<file path="src/design/spki_pkg.sv">
package spki_pkg;

  localparam int CAPACITY_DEF = 64;

  localparam int KIND_W   = 2;
  localparam int KEY_W    = 64;
  localparam int ADDR_W   = 14;
  localparam int STATUS_W = 2;
  localparam int POS_W    = 6;
  localparam int COUNT_W  = 7;

  // Operation codes. The unused code behaves as a lookup.
  localparam logic [KIND_W-1:0] KIND_INSERT = 2'd0;
  localparam logic [KIND_W-1:0] KIND_LOOKUP = 2'd1;
  localparam logic [KIND_W-1:0] KIND_DELETE = 2'd2;

  // Result status codes.
  localparam logic [STATUS_W-1:0] ST_OK      = 2'd0;
  localparam logic [STATUS_W-1:0] ST_DUP     = 2'd1;
  localparam logic [STATUS_W-1:0] ST_MISSING = 2'd2;
  localparam logic [STATUS_W-1:0] ST_FULL    = 2'd3;

  typedef struct packed {
    logic [KEY_W-1:0]  key;
    logic [ADDR_W-1:0] addr;
  } entry_t;

endpackage

</file>
<file path="src/design/spki_cell.sv">
module spki_cell (
  input  logic            clk,
  input  logic            shift_en,
  input  spki_pkg::entry_t d,
  output spki_pkg::entry_t q
);
  import spki_pkg::*;

  entry_t entry_r;

  // One slot of the table; it takes its neighbor's entry on every shift.
  always_ff @(posedge clk) begin
    if (shift_en) begin
      entry_r <= d;
    end
  end

  assign q = entry_r;

endmodule

</file>
<file path="src/design/spki_head.sv">
module spki_head #(
  parameter int CAPACITY = spki_pkg::CAPACITY_DEF
) (
  input  logic                          clk,
  input  logic                          rst_n,
  input  logic                          in_valid,
  output logic                          in_ready,
  input  logic [spki_pkg::KIND_W-1:0]   in_kind,
  input  logic [spki_pkg::KEY_W-1:0]    in_key,
  input  logic [spki_pkg::ADDR_W-1:0]   in_record_address,
  input  spki_pkg::entry_t              head_q,
  input  spki_pkg::entry_t              next_q,
  output spki_pkg::entry_t              tail_d,
  output logic                          shift_en,
  output logic                          out_valid,
  input  logic                          out_ready,
  output logic [spki_pkg::STATUS_W-1:0] out_status,
  output logic [spki_pkg::POS_W-1:0]    out_position,
  output logic [spki_pkg::ADDR_W-1:0]   out_found_address,
  output logic [spki_pkg::COUNT_W-1:0]  out_entry_count
);
  import spki_pkg::*;

  localparam int IDX_W = $clog2(CAPACITY);
  localparam int CNT_W = $clog2(CAPACITY + 1);
  localparam logic [IDX_W-1:0] LAST_IDX = IDX_W'(CAPACITY - 1);
  localparam logic [CNT_W-1:0] FULL_CNT = CNT_W'(CAPACITY);

  typedef enum logic [1:0] {S_IDLE, S_SCAN, S_FIN} state_t;

  state_t               state_r, state_nxt;
  logic [IDX_W-1:0]     step_r, step_nxt;
  logic [KIND_W-1:0]    kind_r, kind_nxt;
  logic [KEY_W-1:0]     key_r, key_nxt;
  logic [ADDR_W-1:0]    rec_addr_r, rec_addr_nxt;
  logic [CNT_W-1:0]     used_r, used_nxt;
  logic                 done_r, done_nxt;
  logic                 shift_r, shift_nxt;
  entry_t               hold_r, hold_nxt;
  logic [STATUS_W-1:0]  status_r, status_nxt;
  logic [IDX_W-1:0]     pos_r, pos_nxt;
  logic [ADDR_W-1:0]    found_r, found_nxt;
  logic                 out_valid_r, out_valid_nxt;
  logic [STATUS_W-1:0]  out_status_r, out_status_nxt;
  logic [POS_W-1:0]     out_pos_r, out_pos_nxt;
  logic [ADDR_W-1:0]    out_found_r, out_found_nxt;
  logic [COUNT_W-1:0]   out_count_r, out_count_nxt;

  logic [CNT_W-1:0] step_ext;
  logic [CNT_W-1:0] step_inc;
  logic             in_use;
  logic             at_used;
  logic             next_in_use;
  logic             key_eq;
  logic             key_gt;

  always_comb begin
    state_nxt      = state_r;
    step_nxt       = step_r;
    kind_nxt       = kind_r;
    key_nxt        = key_r;
    rec_addr_nxt   = rec_addr_r;
    used_nxt       = used_r;
    done_nxt       = done_r;
    shift_nxt      = shift_r;
    hold_nxt       = hold_r;
    status_nxt     = status_r;
    pos_nxt        = pos_r;
    found_nxt      = found_r;
    out_valid_nxt  = out_valid_r;
    out_status_nxt = out_status_r;
    out_pos_nxt    = out_pos_r;
    out_found_nxt  = out_found_r;
    out_count_nxt  = out_count_r;

    tail_d   = head_q;
    shift_en = (state_r == S_SCAN);
    in_ready = (state_r == S_IDLE);

    step_ext    = CNT_W'(step_r);
    step_inc    = step_ext + CNT_W'(1);
    in_use      = step_ext < used_r;
    at_used     = step_ext == used_r;
    next_in_use = step_inc < used_r;
    key_eq      = in_use && (head_q.key == key_r);
    key_gt      = in_use && (head_q.key > key_r);

    if (out_valid_r && out_ready) begin
      out_valid_nxt = 1'b0;
    end

    case (state_r)
      S_IDLE: begin
        if (in_valid) begin
          kind_nxt     = in_kind;
          key_nxt      = in_key;
          rec_addr_nxt = in_record_address;
          step_nxt     = '0;
          done_nxt     = 1'b0;
          shift_nxt    = 1'b0;
          pos_nxt      = '0;
          found_nxt    = '0;
          status_nxt   = (in_kind == KIND_INSERT) ? ST_FULL : ST_MISSING;
          state_nxt    = S_SCAN;
        end
      end
      S_SCAN: begin
        case (kind_r)
          KIND_INSERT: begin
            if (!done_r) begin
              if (key_eq) begin
                done_nxt   = 1'b1;
                status_nxt = ST_DUP;
              end else if ((used_r != FULL_CNT) && (key_gt || at_used)) begin
                tail_d.key  = key_r;
                tail_d.addr = rec_addr_r;
                hold_nxt    = head_q;
                done_nxt    = 1'b1;
                shift_nxt   = 1'b1;
                status_nxt  = ST_OK;
                pos_nxt     = step_r;
              end
            end else if (shift_r && (step_ext <= used_r)) begin
              tail_d   = hold_r;
              hold_nxt = head_q;
            end
          end
          KIND_DELETE: begin
            if (!done_r && key_eq) begin
              done_nxt   = 1'b1;
              shift_nxt  = 1'b1;
              status_nxt = ST_OK;
              pos_nxt    = step_r;
              found_nxt  = head_q.addr;
              if (next_in_use) begin
                tail_d = next_q;
              end
            end else if (shift_r && next_in_use) begin
              tail_d = next_q;
            end
          end
          default: begin
            if (!done_r && key_eq) begin
              done_nxt   = 1'b1;
              status_nxt = ST_OK;
              pos_nxt    = step_r;
              found_nxt  = head_q.addr;
            end
          end
        endcase

        step_nxt = step_r + IDX_W'(1);
        if (step_r == LAST_IDX) begin
          state_nxt = S_FIN;
          if (shift_nxt) begin
            if (kind_r == KIND_INSERT) begin
              used_nxt = used_r + CNT_W'(1);
            end else begin
              used_nxt = used_r - CNT_W'(1);
            end
          end
        end
      end
      S_FIN: begin
        if (!out_valid_r || out_ready) begin
          out_valid_nxt  = 1'b1;
          out_status_nxt = status_r;
          out_pos_nxt    = POS_W'(pos_r);
          out_found_nxt  = found_r;
          out_count_nxt  = COUNT_W'(used_r);
          state_nxt      = S_IDLE;
        end
      end
      default: begin
        state_nxt = S_IDLE;
      end
    endcase
  end

  always_ff @(posedge clk) begin
    if (!rst_n) begin
      state_r     <= S_IDLE;
      used_r      <= '0;
      out_valid_r <= 1'b0;
      done_r      <= 1'b0;
      shift_r     <= 1'b0;
    end else begin
      state_r     <= state_nxt;
      used_r      <= used_nxt;
      out_valid_r <= out_valid_nxt;
      done_r      <= done_nxt;
      shift_r     <= shift_nxt;
    end
    step_r       <= step_nxt;
    kind_r       <= kind_nxt;
    key_r        <= key_nxt;
    rec_addr_r   <= rec_addr_nxt;
    hold_r       <= hold_nxt;
    status_r     <= status_nxt;
    pos_r        <= pos_nxt;
    found_r      <= found_nxt;
    out_status_r <= out_status_nxt;
    out_pos_r    <= out_pos_nxt;
    out_found_r  <= out_found_nxt;
    out_count_r  <= out_count_nxt;
  end

  assign out_valid         = out_valid_r;
  assign out_status        = out_status_r;
  assign out_position      = out_pos_r;
  assign out_found_address = out_found_r;
  assign out_entry_count   = out_count_r;

endmodule

</file>
<file path="src/design/sorted_primary_key_index_top.sv">
// Sorted primary-key index: a table of (key, record address) pairs kept in
// ascending unsigned key order. Each input word on the in_ channel carries one
// operation (insert, lookup or delete, with the unused code acting as lookup),
// and each produces exactly one result word on the out_ channel with a status,
// the sorted position involved, the stored address and the entry count.
// The table lives in a ring of CAPACITY cells. An operation rotates the whole
// ring once, one cell per cycle, past a head unit that compares each entry
// with the key and rewrites it on the way back in, so insert and delete open
// or close the gap during the same pass. The result register is loaded from
// the finishing state once the pass ends, and the input reopens as it is
// loaded, so a new word is accepted only after the previous one has finished
// its rotation and produced its result; that single rotation sets the throughput.
// The result register lets the next word enter while a result still waits;
// if the receiver stalls longer, the finished operation holds in the head
// unit and in_ready stays low until the result register frees up.
// Reset (rst_n low at a clock edge) empties the table and drops any pending
// result; the cell contents are not cleared, since only slots below the entry
// count are ever examined.
module sorted_primary_key_index_top #(
  parameter int CAPACITY = spki_pkg::CAPACITY_DEF
) (
  input  logic                          clk,
  input  logic                          rst_n,
  input  logic                          in_valid,
  output logic                          in_ready,
  input  logic [spki_pkg::KIND_W-1:0]   in_kind,
  input  logic [spki_pkg::KEY_W-1:0]    in_key,
  input  logic [spki_pkg::ADDR_W-1:0]   in_record_address,
  output logic                          out_valid,
  input  logic                          out_ready,
  output logic [spki_pkg::STATUS_W-1:0] out_status,
  output logic [spki_pkg::POS_W-1:0]    out_position,
  output logic [spki_pkg::ADDR_W-1:0]   out_found_address,
  output logic [spki_pkg::COUNT_W-1:0]  out_entry_count
);
  import spki_pkg::*;

  // Cell i holds table slot i between operations; during a pass each cell
  // takes its upper neighbor's entry and the top cell takes the head's output.
  entry_t chain_q [CAPACITY];
  entry_t tail_d;
  logic   shift_en;

  for (genvar g = 0; g < CAPACITY; g++) begin : g_cell
    if (g == CAPACITY - 1) begin : g_top
      spki_cell u_cell (
        .clk      (clk),
        .shift_en (shift_en),
        .d        (tail_d),
        .q        (chain_q[g])
      );
    end else begin : g_mid
      spki_cell u_cell (
        .clk      (clk),
        .shift_en (shift_en),
        .d        (chain_q[g+1]),
        .q        (chain_q[g])
      );
    end
  end

  // The head sees slot j in cell 0 and slot j + 1 in cell 1 at pass step j.
  spki_head #(
    .CAPACITY (CAPACITY)
  ) u_head (
    .clk               (clk),
    .rst_n             (rst_n),
    .in_valid          (in_valid),
    .in_ready          (in_ready),
    .in_kind           (in_kind),
    .in_key            (in_key),
    .in_record_address (in_record_address),
    .head_q            (chain_q[0]),
    .next_q            (chain_q[1]),
    .tail_d            (tail_d),
    .shift_en          (shift_en),
    .out_valid         (out_valid),
    .out_ready         (out_ready),
    .out_status        (out_status),
    .out_position      (out_position),
    .out_found_address (out_found_address),
    .out_entry_count   (out_entry_count)
  );

endmodule

</file>
<file path="config.mk">
export PLATFORM = sky130hd
export DESIGN_NAME = sorted_primary_key_index_top
export DESIGN_NICKNAME = d
export VERILOG_FILES = /design/src/design/spki_pkg.sv /design/src/design/spki_cell.sv /design/src/design/spki_head.sv /design/src/design/sorted_primary_key_index_top.sv
export SDC_FILE = /design/constraint.sdc
export NUM_CORES = 2
export LEC_CHECK = 0
export BUFFER_PORTS_ARGS = -buffer_cell sky130_fd_sc_hd__buf_2
export CORE_UTILIZATION = 50
export DETAILED_ROUTE_END_ITERATION = 8
export PLACE_DENSITY = 0.65
export SYNTH_ARGS = -nofsm -noshare
export SYNTH_HDL_FRONTEND = slang
export SYNTH_SLANG_ARGS = --single-unit
</file>
<file path="constraint.sdc">
create_clock -name clk -period 205.5 [get_ports clk]
set_clock_uncertainty 0.2 [all_clocks]
set_input_delay 41.1 -clock clk [delete_from_list [all_inputs] [get_ports clk]]
set_output_delay 41.1 -clock clk [all_outputs]
set_load 0.02 [all_outputs]
</file>
# Yosys cells after proc, flatten, opt, wreduce, memory -nomap -nowiden

Cells that the tools add are included.

Muxes and demuxes: 54
Equality and inequality tests: 19
Add/sub/neg operators: 4
Reduce and logical (&&, ||, !) cells: 26
Magnitude comparators: 4

Operators with widths:

| kind                  | number |
|---|---|
| $mux W78              | 11 |
| $pmux W78 S2          | 1 |
| $eq A64 B64 Y1        | 1 |
| $gt A64 B64 Y1        | 1 |
| $mux W14              | 3 |
| $mux W6               | 6 |
| $pmux W14 S2          | 1 |
| $pmux W6 S2           | 2 |
| $mux W2               | 9 |
| $mux W1               | 15 |
| $reduce_and A5 Y1     | 2 |
| $reduce_and A3 Y1     | 3 |
| $ne A2 B1 Y1 const B  | 4 |
| $add A6 B1 Y7 const B | 1 |
| $add A7 B1 Y7 const B | 1 |
| $eq A6 B7 Y1          | 1 |
| $le A6 B7 Y1          | 1 |
| $logic_and A1 B1 Y1   | 7 |
| $lt A6 B7 Y1          | 1 |
| $lt A7 B7 Y1          | 1 |
| $mux W7               | 1 |
| $ne A7 B7 Y1 const B  | 1 |
| $sub A7 B1 Y7 const B | 1 |
| $add A6 B1 Y6 const B | 1 |
| 18 further kinds      | 31 |

Flip-flop bits (word level): 5219
Output and inout port bits: 31
Bits of input ports: 84

# Logic depth before layout (Yosys ltp)

Depth in word-level cells: 10
Depth in mapped cells: 14

# Cells and area by module

From an unflattened synthesis, not the netlist that was laid out.

Cells, all modules: 6253
Area, all modules: 163682.0 sq um

By module, submodules not included:

| module    | seq. area each (sq um) | area each (sq um) | times used | cells each |
|---|---|---|---|---|
| spki_cell | 2342.2                 | 2342.2            | 64         | 78 |
| spki_head | 6696.4                 | 13778.2           | 1          | 1261 |

# Worst setup path after synthesis

No wires, ideal clock.

Kind: register to register
Start: register u_head.state_r[1]
End: register u_head.step_r[2], data pin
Required time: 204.503 ns
Slack: 61.043 ns
Arrival: 143.460 ns
Period minus slack after synthesis: 144.457 ns
Cell stages (with the launch flop): 5
Path through: dfxtp_1 > nand2b_1 > inv_1 > clkbuf_1 > and2_1

Longest elaborated chain between the ends: 2
Elaborated cells on any way between the ends: 3
Those cells by class: eq/ne: 1; mux: 1; reduce/logical: 1

Ends and longest elaborated chain:

| element                                                 | RTL line         | source |
|---|---|---|
| from (decl)                                             | spki_head.sv:31  | `state_t state_r, state_nxt;` |
| from (signal assigned)                                  | spki_head.sv:188 | `state_r <= state_nxt;` |
| $eq A2 B1 Y1 / $logic_not A2 Y1 (equally long branches) | spki_head.sv:92  | `case (state_r)` |
| $pmux W6 S2 (*)                                         | spki_head.sv:92  |  |
| to (signal assigned)                                    | spki_head.sv:194 | `step_r <= step_nxt;` |
| to (decl)                                               | spki_head.sv:32  | `logic [IDX_W-1:0] step_r, step_nxt;` |

Every way passes the cells marked *; elsewhere a longest branch is shown, timed or not.
A chain may end at the register's enable or synchronous reset.

# Final worst setup path

Start: register u_head.state_r[1]
End: output port in_ready

Longest elaborated chain between the ends: 1

Ends and longest elaborated chain:

| element          | RTL line                           | source |
|---|---|---|
| $logic_not A2 Y1 | spki_head.sv:78                    | `in_ready = (state_r == S_IDLE);` |
| to (decl)        | sorted_primary_key_index_top.sv:25 | `output logic in_ready,` |

Every way passes these cells.

==> results.ini <==
[clock_tree]
clk_pin_slew_worst_paths_ns=0.06
postcts_resize_cnt=0
cts_root_buf=clkbuf_16
cts_inserted_buffers=470
cts_hold_buf=0
h-tree-depth=5
numClockSinks=5219
clock_tree.buffer_depth=4
cts_tree=built
clock_insertion_delay_worst_skew_ns=0.94
post_cts_buffers=0

[finish]
final_net_count=7145
post_layout_nonfiller_instances=11700
areaGrowthSynthToFinish_pct=13.2
cell_area_after_layout_mm2=0.185
final_cell_mix=edfxtp_1, clkbuf_16, nand2_1
leading_cell_type_in_the_layout_fill_and_taps_excluded=edfxtp_1
drive_above_1_share=0.123
layout.core_utilization=0.569

[route]
drtIter0Drc=5369
routed_wl_um=217000
vias_after_detailed_routing=58300
initial_drt_pass_iterations=5
postRouteAntennaNets=0
routed_wire_length_per_instance_um=18.6
drc=0
via_per_inst=4.99

[floorplanning]
horizontal_extent_of_the_die_um=573
ioPinCount=115
placementRows=209
die_h_um=573
floorplan.initialDensity=0.503
die_area_mm2=0.329
core_region_area_mm2=0.325

[worst_setup_path]
crit_required_ns=164.20
timing_worst_setup_path_type=reg2out
worstSetupStartpoint=u_head.state_r[1]
start_kind=flop
crit_fanout=4
cpPeakStageDelay_ns=0.33
path_cells=nor2_1 -> buf_2
r2r-start=u_head.state_r[1]
critPathArrivalTime_ns=1.59
crit_family=flip-flops
timing.critical_path.to_type=output port
critical_path.slowest_cell=dfxtp_1
critical_path_buf_inv_count=1

[sta]
layout_min_cycle_time_ns=42.89
max_slew_margin=0.195
grt_setup_unrepaired=no
finalSetupTns_ns=0
final_hold_viols=0
final_min_period_over_clock_period=0.209
worst_hold_slack_ns=0.191
clock.fmax_mhz=23.3
worst_slew_pin_slew_ns=1.21
final_max_slew_viol_count=0
final-setup-viol-count=0

[power]
leakage_uw=0.0602
vdd.ir_drop.worst_mv=0.00813
power.density_cell_area_mw_per_mm2=11.8

[yosys]
dominant_cell_type_by_area_after_synthesis=edfxtp_1
synth_sequential_area_ratio=0.959
synth_enable_flop_cells=5207
netlist_instances=6404
yosys.cell_types.count=52
top_flip_flop_cell_by_instance_count_after_synthesis=edfxtp_1
yosysWarningCount=0
async_reset_ff_frac=0
synthTopCellsByArea=edfxtp_1, ha_1, nand2_1
netlist_area_mm2=0.163
synth_top_area_share=0.958
post_syn_nets=6572
yosys_register_bits=5219
syn-mean-instance-area_um2=25.5

[global_routing]
number_of_antenna_violations_at_the_first_check_in_global_routing=7
grt.overflow.total=0
wire_length_of_the_first_global_routing_pass_um=344000
grt.total_usage=0.133
maximum_number_of_pins_on_one_net_before_global_route_repair=215
first_global_vias=58400

[placement]
post_dp_cell_area_mm2=0.170
port_buffers=114
placed_cells_incl_taps=10800
post-dp-hpwl_um=108000
final_gp_congestion=0.804

[worst_hold_path]
min_path_type=reg2reg
hold_path_start=g_cell[21].g_mid.u_cell.q[72]

[run_status]
status=finished, final reports clean

[flow_run]
max-cap-violations=0

## final cells by class
cell class	instances	area, um^2
fillers	22600	140000
multi-input cells	940	5720
clock buffers	584	12400
repair buffers	188	1190
well taps	4325	5410
inverters	158	603
clock inverters	271	2770
flip-flops and latches	5219	157000
diodes	6	15.0
## flip-flops by register name (all words and copies together), names as in the netlist, 6 cells and up
signal                    count
u_head.out_entry_count        7
u_head.out_found_address     14
u_head.step_r                 6
g_cell.g_mid.u_cell.q      4914
u_head.hold_r                78
u_head.found_r               14
g_cell.g_top.u_cell.q        78
u_head.key_r                 64
u_head.out_position           6
u_head.used_r                 7
u_head.pos_r                  6
u_head.rec_addr_r            14
## kinds of logic after synthesis
group | share of synthesized area
flops | 0.959
simple gates | 0.0114
compound gates | 0.0158
buf+inv | 0.00607
fa+ha+maj | 0.00649
xor+xnor | 0.000483
mux | 0.000307
## synthesized netlist by cell type (all sizes together), types with 2 or more instances
cell type     n
edfxtp     5207
nand2       261
inv         158
a21oi       112
nor2        100
ha           83
o21ai        82
o211ai       80
a31oi        77
clkbuf       62
buf          25
nand3        19
nand4        18
o221ai       15
and2         14
dfxtp        12
a21o          8
o21a          7
xnor2         7
nor2b         6
nor4          6
mux2i         5
a2111oi       4
a21boi        4
nor3          4
o31ai         4
nand2b        3
o21bai        3
nand4b        2
nor3b         2
or4           2
xor2          2
## stage by stage
stage               power (uW)  worst slack, ns
global placement          1340           162.68
detailed placement        1340           162.52
finish                    2180           162.61
global route              2250           162.52
CTS                       2210           162.51
floorplan                 1770            61.04
## final timing paths
path / end / slack [ns] / depth (start not counted)
worst max register to register: g_cell[24].g_mid.u_cell.q[33] / 198.75 / 8
worst max-delay path: in_ready / 162.61 / 2
worst min register to register: g_cell[20].g_mid.u_cell.q[72] / 0.19 / 0
worst min-delay path: g_cell[20].g_mid.u_cell.q[72] / 0.19 / 0
## metal layers
layer	routed length, um	track usage	part of all wire	up-vias
li1	-	-	-	26700
met3	9260	0.0248	0.043	494
met4	12200	0.0728	0.056	0
met5	0	0	0	-
met1	103000	0.203	0.47	30000
met2	93100	0.181	0.43	1162
## report_power, final
group          switching, uW  total [uW]  internal [uW]
Clock                    365         858            493
Sequential              19.7        1270           1250
Combinational           40.6        47.3           6.69
No activity file was read; power rests on OpenSTA's default activity.
